**src/design/utf8_stream_validator_defines.svh**
```systemverilog
// ----------------------------------------------------------------------------
// UTF-8 stream validator assertion macros
// Concurrent assertion wrappers; empty when NO_ASSERTIONS is set.
// ----------------------------------------------------------------------------
`ifndef UTF8_STREAM_VALIDATOR_DEFINES_SVH
`define UTF8_STREAM_VALIDATOR_DEFINES_SVH

`ifndef NO_ASSERTIONS
`define USV_ASSERT(lbl, clk, rst, expr, msg) \
   lbl: assert property (@(posedge clk) disable iff (rst) (expr)) else $error(msg);
`define USV_ASSERT_NEXT(lbl, clk, rst, ante, cons, msg) \
   lbl: assert property (@(posedge clk) disable iff (rst) (ante) |=> (cons)) \
      else $error(msg);
`else
`define USV_ASSERT(lbl, clk, rst, expr, msg)
`define USV_ASSERT_NEXT(lbl, clk, rst, ante, cons, msg)
`endif

`endif

```
**src/design/usv_pkg.sv**
```systemverilog
`timescale 1ns / 1ps
// ----------------------------------------------------------------------------
// UTF-8 stream validator package
// Shared constants and the sequence state type.
// ----------------------------------------------------------------------------
package usv_pkg;

   localparam int unsigned CpWidth = 21;

   localparam logic [7:0] AsciiLimit = 8'h80;
   localparam logic [7:0] Lead2Mask  = 8'hE0;
   localparam logic [7:0] Lead2Code  = 8'hC0;
   localparam logic [7:0] Lead3Mask  = 8'hF0;
   localparam logic [7:0] Lead3Code  = 8'hE0;
   localparam logic [7:0] Lead4Mask  = 8'hF8;
   localparam logic [7:0] Lead4Code  = 8'hF0;
   localparam logic [7:0] ContMask   = 8'hC0;
   localparam logic [7:0] ContCode   = 8'h80;

   localparam logic [CpWidth-1:0] MinLen1   = 21'h00080;
   localparam logic [CpWidth-1:0] MinLen2   = 21'h00800;
   localparam logic [CpWidth-1:0] MinLen3   = 21'h10000;
   localparam logic [CpWidth-1:0] MaxCp     = 21'h10FFFF;
   localparam logic [CpWidth-1:0] SurrLow   = 21'h0D800;
   localparam logic [CpWidth-1:0] SurrHigh  = 21'h0DFFF;

   typedef struct packed {
      logic [1:0]         pend;
      logic [CpWidth-1:0] cp;
      logic [1:0]         len;
      logic               err;
   } usv_state_type;

endpackage

```
**src/design/usv_if.sv**
```systemverilog
`timescale 1ns / 1ps
// ----------------------------------------------------------------------------
// UTF-8 stream validator channels
// Byte request channel and verdict response channel, valid/ready.
// ----------------------------------------------------------------------------
interface usv_req_if;
   logic       valid;
   logic       ready;
   logic [7:0] data_byte;
   logic       end_of_message;

   modport source (output valid, output data_byte, output end_of_message, input ready);
   modport sink   (input valid, input data_byte, input end_of_message, output ready);
endinterface

interface usv_rsp_if;
   logic valid;
   logic ready;
   logic valid_so_far;
   logic verdict_ready;

   modport source (output valid, output valid_so_far, output verdict_ready, input ready);
   modport sink   (input valid, input valid_so_far, input verdict_ready, output ready);
endinterface

```
**src/design/utf8_stream_validator.sv**
```systemverilog
`timescale 1ns / 1ps
// ----------------------------------------------------------------------------
// UTF-8 stream validator
// Checks a byte stream for well-formed UTF-8, one verdict per transaction.
// Path: a request byte is registered in the input stage, then in the output stage, before its response.
// Throughput: one byte per cycle unless the response channel stalls; set by the sequence state update.
// Reset: synchronous, clears pipeline valids and sequence state; no clearing pass.
// ----------------------------------------------------------------------------
`include "utf8_stream_validator_defines.svh"

module utf8_stream_validator
   import usv_pkg::*;
(
   input  logic      clock,
   input  logic      reset,
   usv_req_if.sink   req_chan,
   usv_rsp_if.source rsp_chan
);

   logic          in_valid_ff, in_valid_in;
   logic [7:0]    in_byte_ff;
   logic          in_eom_ff;
   usv_state_type state_ff, state_in;
   logic          out_valid_ff, out_valid_in;
   logic          out_ok_ff;
   logic          out_eom_ff;

   logic          advance;
   logic          fire;
   logic          take;
   logic          dec_ok;

   assign advance = !out_valid_ff || rsp_chan.ready;
   assign fire    = in_valid_ff && advance;
   assign take    = req_chan.valid && req_chan.ready;

   assign req_chan.ready = !in_valid_ff || advance;

   usv_decode u_decode (
      .cur_state      (state_ff),
      .data_byte      (in_byte_ff),
      .end_of_message (in_eom_ff),
      .nxt_state      (state_in),
      .valid_so_far   (dec_ok)
   );

   always_comb begin
      in_valid_in = in_valid_ff;
      if (req_chan.ready) begin
         in_valid_in = req_chan.valid;
      end
      out_valid_in = out_valid_ff;
      if (advance) begin
         out_valid_in = in_valid_ff;
      end
   end

   always_ff @(posedge clock) begin
      if (reset) begin
         in_valid_ff  <= 1'b0;
         out_valid_ff <= 1'b0;
         state_ff     <= '0;
      end else begin
         in_valid_ff  <= in_valid_in;
         out_valid_ff <= out_valid_in;
         if (fire) begin
            state_ff <= state_in;
         end
      end
   end

   always_ff @(posedge clock) begin
      if (take) begin
         in_byte_ff <= req_chan.data_byte;
         in_eom_ff  <= req_chan.end_of_message;
      end
      if (fire) begin
         out_ok_ff  <= dec_ok;
         out_eom_ff <= in_eom_ff;
      end
   end

   assign rsp_chan.valid         = out_valid_ff;
   assign rsp_chan.valid_so_far  = out_ok_ff;
   assign rsp_chan.verdict_ready = out_eom_ff;

   `USV_ASSERT(a_pend_le_len, clock, reset, state_ff.pend <= state_ff.len, "pending exceeds length")
   `USV_ASSERT_NEXT(a_clear_after_eom, clock, reset, fire && in_eom_ff, state_ff == usv_state_type'('0), "state not cleared after message end")
   `USV_ASSERT_NEXT(a_err_sticky, clock, reset, state_ff.err && !(fire && in_eom_ff), state_ff.err, "error mark dropped mid-message")

endmodule

```
**src/design/usv_decode.sv**
```systemverilog
`timescale 1ns / 1ps
// ----------------------------------------------------------------------------
// UTF-8 stream validator byte decoder
// Next sequence state and running verdict for one byte.
// ----------------------------------------------------------------------------
module usv_decode
   import usv_pkg::*;
(
   input  usv_state_type cur_state,
   input  logic [7:0]    data_byte,
   input  logic          end_of_message,
   output usv_state_type nxt_state,
   output logic          valid_so_far
);

   usv_state_type      st;
   logic [CpWidth-1:0] cp_shift;
   logic [CpWidth-1:0] lowest;
   logic [1:0]         pend_dec;
   logic               cp_bad;

   assign cp_shift = {cur_state.cp[CpWidth-7:0], data_byte[5:0]};
   assign pend_dec = cur_state.pend - 2'd1;

   always_comb begin
      unique case (cur_state.len)
         2'd1:    lowest = MinLen1;
         2'd2:    lowest = MinLen2;
         default: lowest = MinLen3;
      endcase
   end

   assign cp_bad = (cp_shift < lowest) || (cp_shift > MaxCp) ||
                   ((cp_shift >= SurrLow) && (cp_shift <= SurrHigh));

   always_comb begin
      st = cur_state;
      if (!cur_state.err) begin
         if (cur_state.pend == 2'd0) begin
            priority if (data_byte == 8'h00) begin
               st.err = 1'b1;
            end else if (data_byte < AsciiLimit) begin
               st = cur_state;
            end else if ((data_byte & Lead2Mask) == Lead2Code) begin
               st.pend = 2'd1;
               st.len  = 2'd1;
               st.cp   = {{(CpWidth-5){1'b0}}, data_byte[4:0]};
            end else if ((data_byte & Lead3Mask) == Lead3Code) begin
               st.pend = 2'd2;
               st.len  = 2'd2;
               st.cp   = {{(CpWidth-4){1'b0}}, data_byte[3:0]};
            end else if ((data_byte & Lead4Mask) == Lead4Code) begin
               st.pend = 2'd3;
               st.len  = 2'd3;
               st.cp   = {{(CpWidth-3){1'b0}}, data_byte[2:0]};
            end else begin
               st.err = 1'b1;
            end
         end else if ((data_byte & ContMask) != ContCode) begin
            st.err = 1'b1;
         end else begin
            st.pend = pend_dec;
            st.cp   = cp_shift;
            if (pend_dec == 2'd0) begin
               st.err = cp_bad;
               st.cp  = '0;
               st.len = 2'd0;
            end
         end
      end
      // sequence cut off by end of message
      if (end_of_message && (st.pend != 2'd0)) begin
         st.err = 1'b1;
      end
   end

   assign valid_so_far = !st.err;
   assign nxt_state    = end_of_message ? usv_state_type'('0) : st;

endmodule

```
**src/flat_wrapper.sv**
```systemverilog
// flat-port wrapper written by rule: the top's interface ports become plain ports
module utf8_stream_validator_flat import usv_pkg::*;
  (clock, reset, req_chan_valid, req_chan_data_byte, req_chan_end_of_message, req_chan_ready, rsp_chan_valid, rsp_chan_valid_so_far, rsp_chan_verdict_ready, rsp_chan_ready);
  usv_req_if req_chan_i ();
  usv_rsp_if rsp_chan_i ();
  input  logic clock;
  input  logic reset;
  input wire logic [$bits(req_chan_i.valid)-1:0] req_chan_valid;
  input wire logic [$bits(req_chan_i.data_byte)-1:0] req_chan_data_byte;
  input wire logic [$bits(req_chan_i.end_of_message)-1:0] req_chan_end_of_message;
  output wire logic [$bits(req_chan_i.ready)-1:0] req_chan_ready;
  output wire logic [$bits(rsp_chan_i.valid)-1:0] rsp_chan_valid;
  output wire logic [$bits(rsp_chan_i.valid_so_far)-1:0] rsp_chan_valid_so_far;
  output wire logic [$bits(rsp_chan_i.verdict_ready)-1:0] rsp_chan_verdict_ready;
  input wire logic [$bits(rsp_chan_i.ready)-1:0] rsp_chan_ready;
  assign req_chan_i.valid = req_chan_valid;
  assign req_chan_i.data_byte = req_chan_data_byte;
  assign req_chan_i.end_of_message = req_chan_end_of_message;
  assign req_chan_ready = req_chan_i.ready;
  assign rsp_chan_valid = rsp_chan_i.valid;
  assign rsp_chan_valid_so_far = rsp_chan_i.valid_so_far;
  assign rsp_chan_verdict_ready = rsp_chan_i.verdict_ready;
  assign rsp_chan_i.ready = rsp_chan_ready;
  utf8_stream_validator u_core (.clock(clock), .reset(reset), .req_chan(req_chan_i), .rsp_chan(rsp_chan_i));
endmodule
```
**config.mk**
```make
export PLATFORM = sky130hd
export DESIGN_NAME = utf8_stream_validator_flat
export DESIGN_NICKNAME = d
export VERILOG_FILES = /design/src/design/usv_pkg.sv /design/src/design/usv_if.sv /design/src/design/utf8_stream_validator.sv /design/src/design/usv_decode.sv /design/src/flat_wrapper.sv
export VERILOG_INCLUDE_DIRS = /design/src /design/src/design
export SDC_FILE = /design/constraint.sdc
export NUM_CORES = 1
export LEC_CHECK = 0
export BUFFER_PORTS_ARGS = -buffer_cell sky130_fd_sc_hd__buf_2
export CAP_MARGIN = 0
export CORE_ASPECT_RATIO = 0.5
export CORE_MARGIN = 1.5
export CORE_UTILIZATION = 44
export DETAILED_ROUTE_END_ITERATION = 8
export GPL_TIMING_DRIVEN = 1
export PLACE_DENSITY = 0.66
export SLEW_MARGIN = 20
export SYNTH_ARGS = -nofsm -noshare
export SYNTH_HDL_FRONTEND = slang
export SYNTH_SLANG_ARGS = --single-unit
```
**constraint.sdc**
```tcl
create_clock -name clock -period 3.71 [get_ports clock]
set_clock_uncertainty 0.2 [all_clocks]
set_input_delay 0.5565 -clock clock [delete_from_list [all_inputs] [get_ports clock]]
set_output_delay 0.5565 -clock clock [all_outputs]
set_load 0.005 [all_outputs]
```
==> results.yml, run 1 <==
run_status:
  status: "complete, no violations"
die:
  initial_core_util: 0.482
  dieArea_um2: 4360
  die_y_um: 47.4
  core-area_um2: 3600
  die_w_um: 91.9
  rows: 15
  num_io_pins: 17
sta:
  relSlewSlack: 0.462
  setup_tns_ps: 0
  worst_pin_slew_ps: 800
  rsz0062_at_grt: "no"
  min_period_ps: 2560
  finalHoldViolations: 0
  slew_violations: 0
  fin_crit_sh: 0.691
  setup_slack_ps: 1150
  fmax_mhz: 390
  setup_violations: 0
yosys:
  yosys.area.top_type: "dfxtp_1"
  yosys_warnings: 0
  synth_top_area_frac: 0.253
  syn-instance-count: 180
  synthesis.nets: 199
  syn_avg_cell_area_um2: 9.66
  synth_cell_types: 44
  synth_top_cells_by_area: "dfxtp_1, edfxtp_1, mux2i_1"
  synth_area_um2: 1740
  ys_ff_latch: 33
  yosysSeqAreaShare: 0.443
global_routing:
  grt_overflow: 0
  grt_pass1_wl_um: 5440
  grt_pass1_vias: 1171
  grt_max_degree: 28
  antenna_found_initial: 0
  grt_use_total: 0.172
detailed_routing:
  highest_layer: "met4"
  firstDrtPassIters: 4
  dr_wl_met2_um: 1430
  vias_per_cell: 5.39
  first_iter_violations: 66
  wl_um: 3370
  route.detailed.drc: 0
  drtAntennaViolNets: 0
  via_count: 1332
  wl_met3_um: 178
  wl_met1_um: 1690
  routedWlPerCell_um: 13.6
clocking:
  clock_latency_ps: 290
  cts_made_buffers: 5
  root_buffer: "clkbuf_8"
  ctsHoldBuffers: 0
  post_cts_resized: 0
  cts.sinks: 33
  post_cts_buffers: 0
  clk_pin_slew_ps: 70
  cts_tree: "done"
  htreeDepth: 2
  clock_path_buffers: 2
finish:
  drive_above_1_share: 0.158
  mostFrequentLayoutCells: "dfxtp_1, nand2_1, nand2b_1, buf_2, mux2i_1"
  area_growth_pct: 11.3
  final_cell_area_um2: 1930
  fin_nets: 214
  layout_commonest_cell: "dfxtp_1"
  diodes: 0
worst_setup_path:
  crit_type: "flip-flop to flip-flop"
  critPathArrivalTime_ps: 2580
  cp-startpoint: "u_core.state_ff[24]$_SDFFE_PP0P_"
  worst_setup_path_end_kind: "flip-flop"
  worstPathRequired_ps: 3730
  r2r_end: "u_core.state_ff[12]$_SDFFE_PP0P_"
  regToRegSetupSlack_ps: 1150
  startpoint_type: "flip-flop"
  rr_worst_depth: 8
  r2r-start: "u_core.state_ff[24]$_SDFFE_PP0P_"
  cp_max_fo: 12
placement:
  dpl.hpwl_um: 2460
  postPlaceCellArea_um2: 1850
  portBuffers: 16
  place_ws_ps: 1200
  gp_congestion: 0.821
power:
  leakagePower_nw: 0.693
  p_sw_frac: 0.246
  p_clk_frac: 0.364
  power.internal_w: 0.000542
  vdd_drop_max_v: 0.000280
  p_switching_w: 0.000177
  pwr-share-comb: 0.085
  p_per_area_nw_per_um2: 372
  pwr-share-seq: 0.552
min_path:
  hold_class: "input pin to flip-flop"
  holdPathStages: 1
  hp-start: "req_chan_end_of_message"
  hold_end: "u_core.in_eom_ff$_DFFE_PP_"
flow_run:
  cap_viol_max_count: 0
==> worst max path at each step <==
| stage | to | slack [ps] |
|---|---|---|
| 6_report | u_core.state_ff[12]$_SDFFE_PP0P_ | 1150 |
| 2_1_floorplan | u_core.state_ff[0]$_SDFFE_PP0P_ | 1510 |
| 4_1_cts | u_core.state_ff[15]$_SDFFE_PP0P_ | 1170 |
| 3_3_place_gp | u_core.state_ff[16]$_SDFFE_PP0P_ | 1340 |
| 5_1_grt | u_core.state_ff[12]$_SDFFE_PP0P_ | 950 |
| 3_5_place_dp | u_core.state_ff[15]$_SDFFE_PP0P_ | 1200 |
==> layer usage <==
| layer | vias to the layer above | track usage |
|---|---|---|
| met5 | - | 0 |
| met4 | 0 | 0.0923 |
| met3 | 7 | 0.0524 |
| met2 | 41 | 0.268 |
| met1 | 611 | 0.225 |
| li1 | 673 | - |
==> state kept, by name, summed over array words and instances, names as in the netlist <==
name / cells
u_core.state_ff: 20
u_core.in_byte_ff: 8
u_core.in_eom_ff: 1
u_core.in_valid_ff: 1
u_core.rsp_chan.valid: 1
u_core.rsp_chan.valid_so_far: 1
u_core.rsp_chan.verdict_ready: 1
==> logic make-up (layout without fill, tap and decap cells) <==
group	count (synthesis)	count (layout)	share of synthesized area
multiplexers	15	15	0.0871
AO/OA/AOI/OAI	30	30	0.126
flip-flops	33	33	0.443
AND/OR/NAND/NOR	77	77	0.257
adder cells (fa/ha/maj)	6	6	0.0432
buffers and inverters	19	35	0.0432
==> worst max-delay path: stages (launching register included) <==
cell and delay (ps):
dfxtp_1 330, inv_1 100, ha_1 390, inv_1 150, a21oi_1 270, a21oi_1 140
nor2_2 440, buf_4 270, mux2i_1 190
==> area by class of cell <==
class	count	area (um2)
inverter	10	37.5
clock inverter	2	10.0
clock buffer	6	72.6
fill	348	1670
tap	51	63.8
timing repair buffer	17	87.6
sequential	33	771
multi-input combinational	128	892
==> power by group through the flow <==
| stage | logic [W] | clock network, W | registers, W |
|---|---|---|---|
| 6_report | 0.0000609 | 0.000261 | 0.000397 |
| 5_1_grt | 0.0000672 | 0.000279 | 0.000398 |
| 4_1_cts | 0.0000608 | 0.000267 | 0.000396 |
| 3_5_place_dp | 0.0000603 | 0 | 0.000404 |
| 3_3_place_gp | 0.0000597 | 0 | 0.000404 |
| 2_1_floorplan | 0.0000484 | 0 | 0.000398 |
==> metrics by stage <==
step	cells	power [W]	hold WS (ps)	util
2_1_floorplan	180	0.000446	245	-
3_5_place_dp	239	0.000465	265	0.514
6_report	247	0.000719	236	0.537
5_1_grt	247	0.000745	227	0.537
3_3_place_gp	239	0.000464	262	0.514
4_1_cts	247	0.000724	227	0.537
==> synthesized netlist by cell type, drive strengths merged <==
| cell type | instances |
|---|---|
| nor2 | 8 |
| and3 | 1 |
| edfxtp | 11 |
| mux2i | 14 |
| and3b | 1 |
| nor4 | 5 |
| nand4b | 1 |
| nand3b | 1 |
| nand2 | 19 |
| or4 | 2 |
| nor4bb | 1 |
| a31oi | 2 |
| a21o | 1 |
| o21ai | 8 |
| o41ai | 2 |
| o32ai | 1 |
| inv | 10 |
| o211ai | 2 |
| a2111oi | 3 |
| o21a | 1 |
| a21boi | 1 |
| nand4 | 1 |
| nor3b | 2 |
| nor2b | 3 |
| a2bb2oi | 1 |
| or3 | 4 |
| clkbuf | 6 |
| dfxtp | 22 |
| and2 | 1 |
| buf | 3 |
| nor3 | 3 |
| nor4b | 2 |
| a21oi | 7 |
| nand2b | 18 |
| ha | 6 |
| or2b | 1 |
| nand3 | 3 |
| a211oi | 1 |
| mux2 | 1 |
Power figures use the tool's default switching activity.
==> run 2, diff against run 1 <==
- PLACE_DENSITY: 0.66 -> 0.69
- clock period: 3.71 -> 2.2 ns (I/O delays scaled with it)
==> results.yml, run 2 (same netlist as run 1, synthesis figures left out) <==
clocking:
  clock_path_buffers: 2
  cts_tree: "done"
  htreeDepth: 2
  clock_latency_ps: 290
  cts_made_buffers: 5
  root_buffer: "clkbuf_8"
  clk_pin_slew_ps: 70
  cts.sinks: 33
power:
  p_per_area_nw_per_um2: 634
  vdd_drop_max_v: 0.000355
  leakagePower_nw: 0.777
placement:
  dpl.hpwl_um: 2510
  gp_congestion: 0.834
  portBuffers: 16
  placedCellCount: 253
  place_ws_ps: -69.8
worst_setup_path:
  worstPathCellList: "ha_4 -> inv_1 -> ha_1 -> or4_1 -> a2111oi_4 -> o41ai_2 -> a21boi_0"
  critPathArrivalTime_ps: 2010
  regToRegSetupSlack_ps: 30
  rr_worst_depth: 7
  worst_setup_path_end_kind: "flip-flop"
  cp_slowest_cell: "or4_1"
  worstPathRequired_ps: 2040
  r2r_end: "u_core.rsp_chan.valid_so_far$_DFFE_PP_"
  crit_type: "flip-flop to flip-flop"
  cp_max_fo: 2
  startpoint_type: "flip-flop"
  cp-startpoint: "u_core.state_ff[2]$_SDFFE_PP0P_"
  r2r-start: "u_core.state_ff[2]$_SDFFE_PP0P_"
  max_stage_delay_ps: 450
die:
  dieArea_um2: 4360
  num_io_pins: 17
  rows: 15
  initial_core_util: 0.482
  die_y_um: 47.4
  die_w_um: 91.9
  core-area_um2: 3600
sta:
  setup_violations: 0
  setup_slack_ps: 27.2
  finalHoldViolations: 0
  fin_crit_sh: 0.988
  min_period_ps: 2170
  fmax_mhz: 460
  worst_pin_slew_ps: 561
  relSlewSlack: 0.616
  holdWs_ps: 11.5
  rsz0062_at_grt: "yes"
  slew_violations: 0
finish:
  largest_reg_flops: 20
  drive_above_1_share: 0.256
  diodes: 0
  area_growth_pct: 22.0
  stdcell_count: 262
  mostFrequentLayoutCells: "dfxtp_1, nand2_1, nand2b_1, buf_2, buf_4"
  reg_top3: "u_core.state_ff (20), u_core.in_byte_ff (8)"
  layout_commonest_cell: "dfxtp_1"
  regMostFlops: "u_core.state_ff"
  fin_nets: 229
detailed_routing:
  vias_per_cell: 5.37
  drtAntennaViolNets: 0
  first_iter_violations: 42
  via_count: 1408
  wl_um: 3680
  route.detailed.drc: 0
  firstDrtPassIters: 4
  routedWlPerCell_um: 14.0
min_path:
  hold_end: "u_core.in_byte_ff[6]$_DFFE_PP_"
  hold_class: "input pin to flip-flop"
  holdPathStages: 1
  hp-start: "req_chan_data_byte[6]"
global_routing:
  grt_pass1_vias: 1282
  antenna_found_initial: 0
  grt_use_total: 0.182
  grt_pass1_wl_um: 5920
  grt_overflow: 0
  grt_max_degree: 28
flow_run:
  cap_viol_max_count: 0
run_status:
  status: "complete, no violations"
run 2: what timing repair did:
| action | in CTS | in global routing |
|---|---|---|
| buffers inserted | 1 | 0 |
| endpoints found under the setup margin | 2 | 20 |
| pin swaps | 5 | 0 |
| gates resized for setup | 2 | 8 |
| hold buffers | 0 | 0 |
run 2: per-layer routing:
layer / global-route usage / wire length [um]
met1: 0.232 / 1790
met2: 0.293 / 1620
met3: 0.0492 / 207
met4: 0.108 / 61
met5: 0 / 0
run 2: final cells by class:
class	count	area (um2)
clock buffers	6	72.6
clock inverters	2	33.8
fillers	329	1480
inverters	10	37.5
multi-input cells	128	937
flip-flops and latches	33	772
well taps	51	63.8
repair buffers	32	204
run 2: report_power, final:
group	switching, W	internal, W
registers	0.0000133	0.000648
logic	0.0000668	0.0000598
clock network	0.000223	0.000334
total	0.000304	0.00104
run 2: worst max path at each step:
| stage | end | slack (ps) | cells after the start |
|---|---|---|---|
| after global routing | u_core.state_ff[0]$_SDFFE_PP0P_ | -120 | 8 |
| after floorplan | u_core.state_ff[0]$_SDFFE_PP0P_ | 20 | 8 |
| after detailed placement | u_core.state_ff[0]$_SDFFE_PP0P_ | -70 | 8 |
| final | u_core.rsp_chan.valid_so_far$_DFFE_PP_ | 30 | 7 |
| after global placement | u_core.state_ff[0]$_SDFFE_PP0P_ | -2 | 8 |
| after CTS | u_core.state_ff[0]$_SDFFE_PP0P_ | 0.08 | 8 |
run 2: through the flow:
| stage | instance area [um2] | utilization | total power (W) | setup TNS, ps |
|---|---|---|---|---|
| 2_1_floorplan | 1750 | - | 0.000754 | 0 |
| 5_1_grt | 2120 | 0.589 | 0.00140 | -161 |
| 4_1_cts | 2080 | 0.578 | 0.00135 | 0 |
| 3_3_place_gp | 1960 | 0.545 | 0.000795 | -1.51 |
| 6_report | 2120 | 0.589 | 0.00135 | 0 |
| 3_5_place_dp | 1960 | 0.545 | 0.000796 | -97.1 |
run 2: critical path: cells and delay by family, from the launching register on:
kind            cells  cell delay [ps]
compound gates      3              520
simple gates        1              450
flops               1              390
fa+ha+maj           2              330
buf+inv             1               50
==> run 3, diff against run 2 <==
- BUFFER_PORTS_ARGS: -buffer_cell sky130_fd_sc_hd__buf_2 -> -buffer_cell sky130_fd_sc_hd__buf_4
- PLACE_DENSITY: 0.69 -> 0.68
- SYNTH_HIERARCHICAL: not set -> 1
==> results.yml, run 3 <==
global_routing:
  grt_pass1_vias: 1749
  grt_use_total: 0.209
  grt_pass1_wl_um: 8270
  grt_max_degree: 43
  antenna_found_initial: 0
  grt_overflow: 0
clocking:
  clk_pin_slew_ps: 70
  cts_tree: "done"
  htreeDepth: 2
  clock_path_buffers: 2
  cts.sinks: 33
  clock_latency_ps: 280
  cts_made_buffers: 5
  root_buffer: "clkbuf_8"
finish:
  largest_reg_flops: 20
  layout_commonest_cell: "nand2b_1"
  reg_top3: "u_core/state_ff (20), u_core/in_byte_ff (8)"
  regMostFlops: "u_core/state_ff"
  fill_cells: 417
  mostFrequentLayoutCells: "nand2b_1, buf_4, nor2_1, mux2i_1, dfxtp_1"
  drive_above_1_share: 0.237
  stdcell_count: 336
  diodes: 0
  fin_nets: 288
  area_growth_pct: 20.5
die:
  rows: 17
  die_y_um: 52.0
  initial_core_util: 0.468
  num_io_pins: 17
  dieArea_um2: 5250
  core-area_um2: 4510
  die_w_um: 101
detailed_routing:
  drtAntennaViolNets: 0
  route.detailed.drc: 0
  wl_um: 5140
  vias_per_cell: 5.42
  routedWlPerCell_um: 15.3
  via_count: 1820
  first_iter_violations: 160
  firstDrtPassIters: 4
sta:
  fmax_mhz: 436
  holdWs_ps: 18.0
  min_period_ps: 2300
  fin_crit_sh: 1.04
  setup_slack_ps: -96.0
  worst_pin_slew_ps: 829
  finalHoldViolations: 0
  rsz0062_at_grt: "yes"
  setup_violations: 2
  relSlewSlack: 0.448
  slew_violations: 0
yosys:
  yosys_warnings: 6
  syn-instance-count: 242
  synthesis.nets: 261
  syn_avg_cell_area_um2: 8.72
  synth_area_um2: 2110
min_path:
  hold_class: "input pin to flip-flop"
  hp-start: "req_chan_data_byte[1]"
run_status:
  status: "complete, but fails checks"
  violations: "setup timing"
worst_setup_path:
  worstPathRequired_ps: 2010
  worst_setup_path_end_kind: "flip-flop"
  critPathArrivalTime_ps: 2110
  crit_type: "flip-flop to flip-flop"
  cp-startpoint: "u_core/state_ff[1]$_SDFFE_PP0P_"
  cp_max_fo: 2
  r2r-start: "u_core/state_ff[1]$_SDFFE_PP0P_"
  startpoint_type: "flip-flop"
power:
  leakagePower_nw: 0.960
  vdd_drop_max_v: 0.000184
  p_per_area_nw_per_um2: 517
flow_run:
  cap_viol_max_count: 0
placement:
  gp_congestion: 0.875
  placedCellCount: 325
  dpl.hpwl_um: 3450
  portBuffers: 16
## run 3: per-layer routing
| layer | track usage | part of all wire | vias to the layer above |
|---|---|---|---|
| li1 | - | - | 898 |
| met1 | 0.271 | 0.49 | 867 |
| met2 | 0.345 | 0.44 | 49 |
| met3 | 0.0524 | 0.055 | 6 |
| met4 | 0.0694 | 0.010 | 0 |
| met5 | 0 | 0 | - |
## run 3: repair_timing
item                                    in CTS  in global routing
gates resized for setup                      2                 18
hold buffers                                 0                  0
endpoints found under the setup margin       2                  5
endpoints found under the hold margin        0                  0
setup buffers                                0                  2
pin swaps                                    2                  3
gates cloned                                 0                  1
## run 3: final cells by class
type | instances | area [um2] | area share
flip-flops and latches | 33 | 774 | 0.305
clock buffers | 6 | 82.6 | 0.0325
repair buffers | 39 | 294 | 0.116
multi-input cells | 178 | 1250 | 0.494
clock inverters | 2 | 8.76 | 0.00344
inverters | 12 | 45.0 | 0.0177
well taps | 66 | 82.6 | 0.0325
## run 3: worst max-delay path: stages (launching register included)
cell	delay, ps
dfxtp_2	320
inv_2	70
ha_4	130
inv_2	40
ha_4	130
or4_4	420
a2111oi_4	370
o311ai_2	160
a21boi_2	180
## run 3: worst paths after layout
| kind | slack (ps) | depth (start not counted) | to |
|---|---|---|---|
| setup / recovery | -100 | 8 | u_core/rsp_chan.valid_so_far$_DFFE_PP_ |
| hold / removal | 20 | 1 | u_core/in_byte_ff[1]$_DFFE_PP_ |
| setup reg to reg | -100 | 8 | u_core/rsp_chan.valid_so_far$_DFFE_PP_ |
| hold reg to reg | 300 | 2 | u_core/state_ff[16]$_SDFFE_PP0P_ |
## run 3: power breakdown
part / switching, W / total [W] / internal (W)
Clock: 0.000222 / 0.000470 / 0.000248
Sequential: 0.0000210 / 0.000670 / 0.000649
Combinational: 0.0000871 / 0.000174 / 0.0000867
Total: 0.000331 / 0.00131 / 0.000984
## run 3: metrics by stage
stage | cell area, um2 | total power (W) | setup TNS (ps) | util | setup WS [ps]
2_1_floorplan | 2110 | 0.000792 | 0 | - | 20.7
3_5_place_dp | 2360 | 0.000846 | -190 | 0.522 | -132
5_1_grt | 2540 | 0.00137 | -306 | 0.564 | -179
3_3_place_gp | 2360 | 0.000843 | -39.1 | 0.522 | -39.1
6_report | 2540 | 0.00131 | -126 | 0.564 | -96.0
4_1_cts | 2450 | 0.00132 | 0 | 0.544 | 4.75
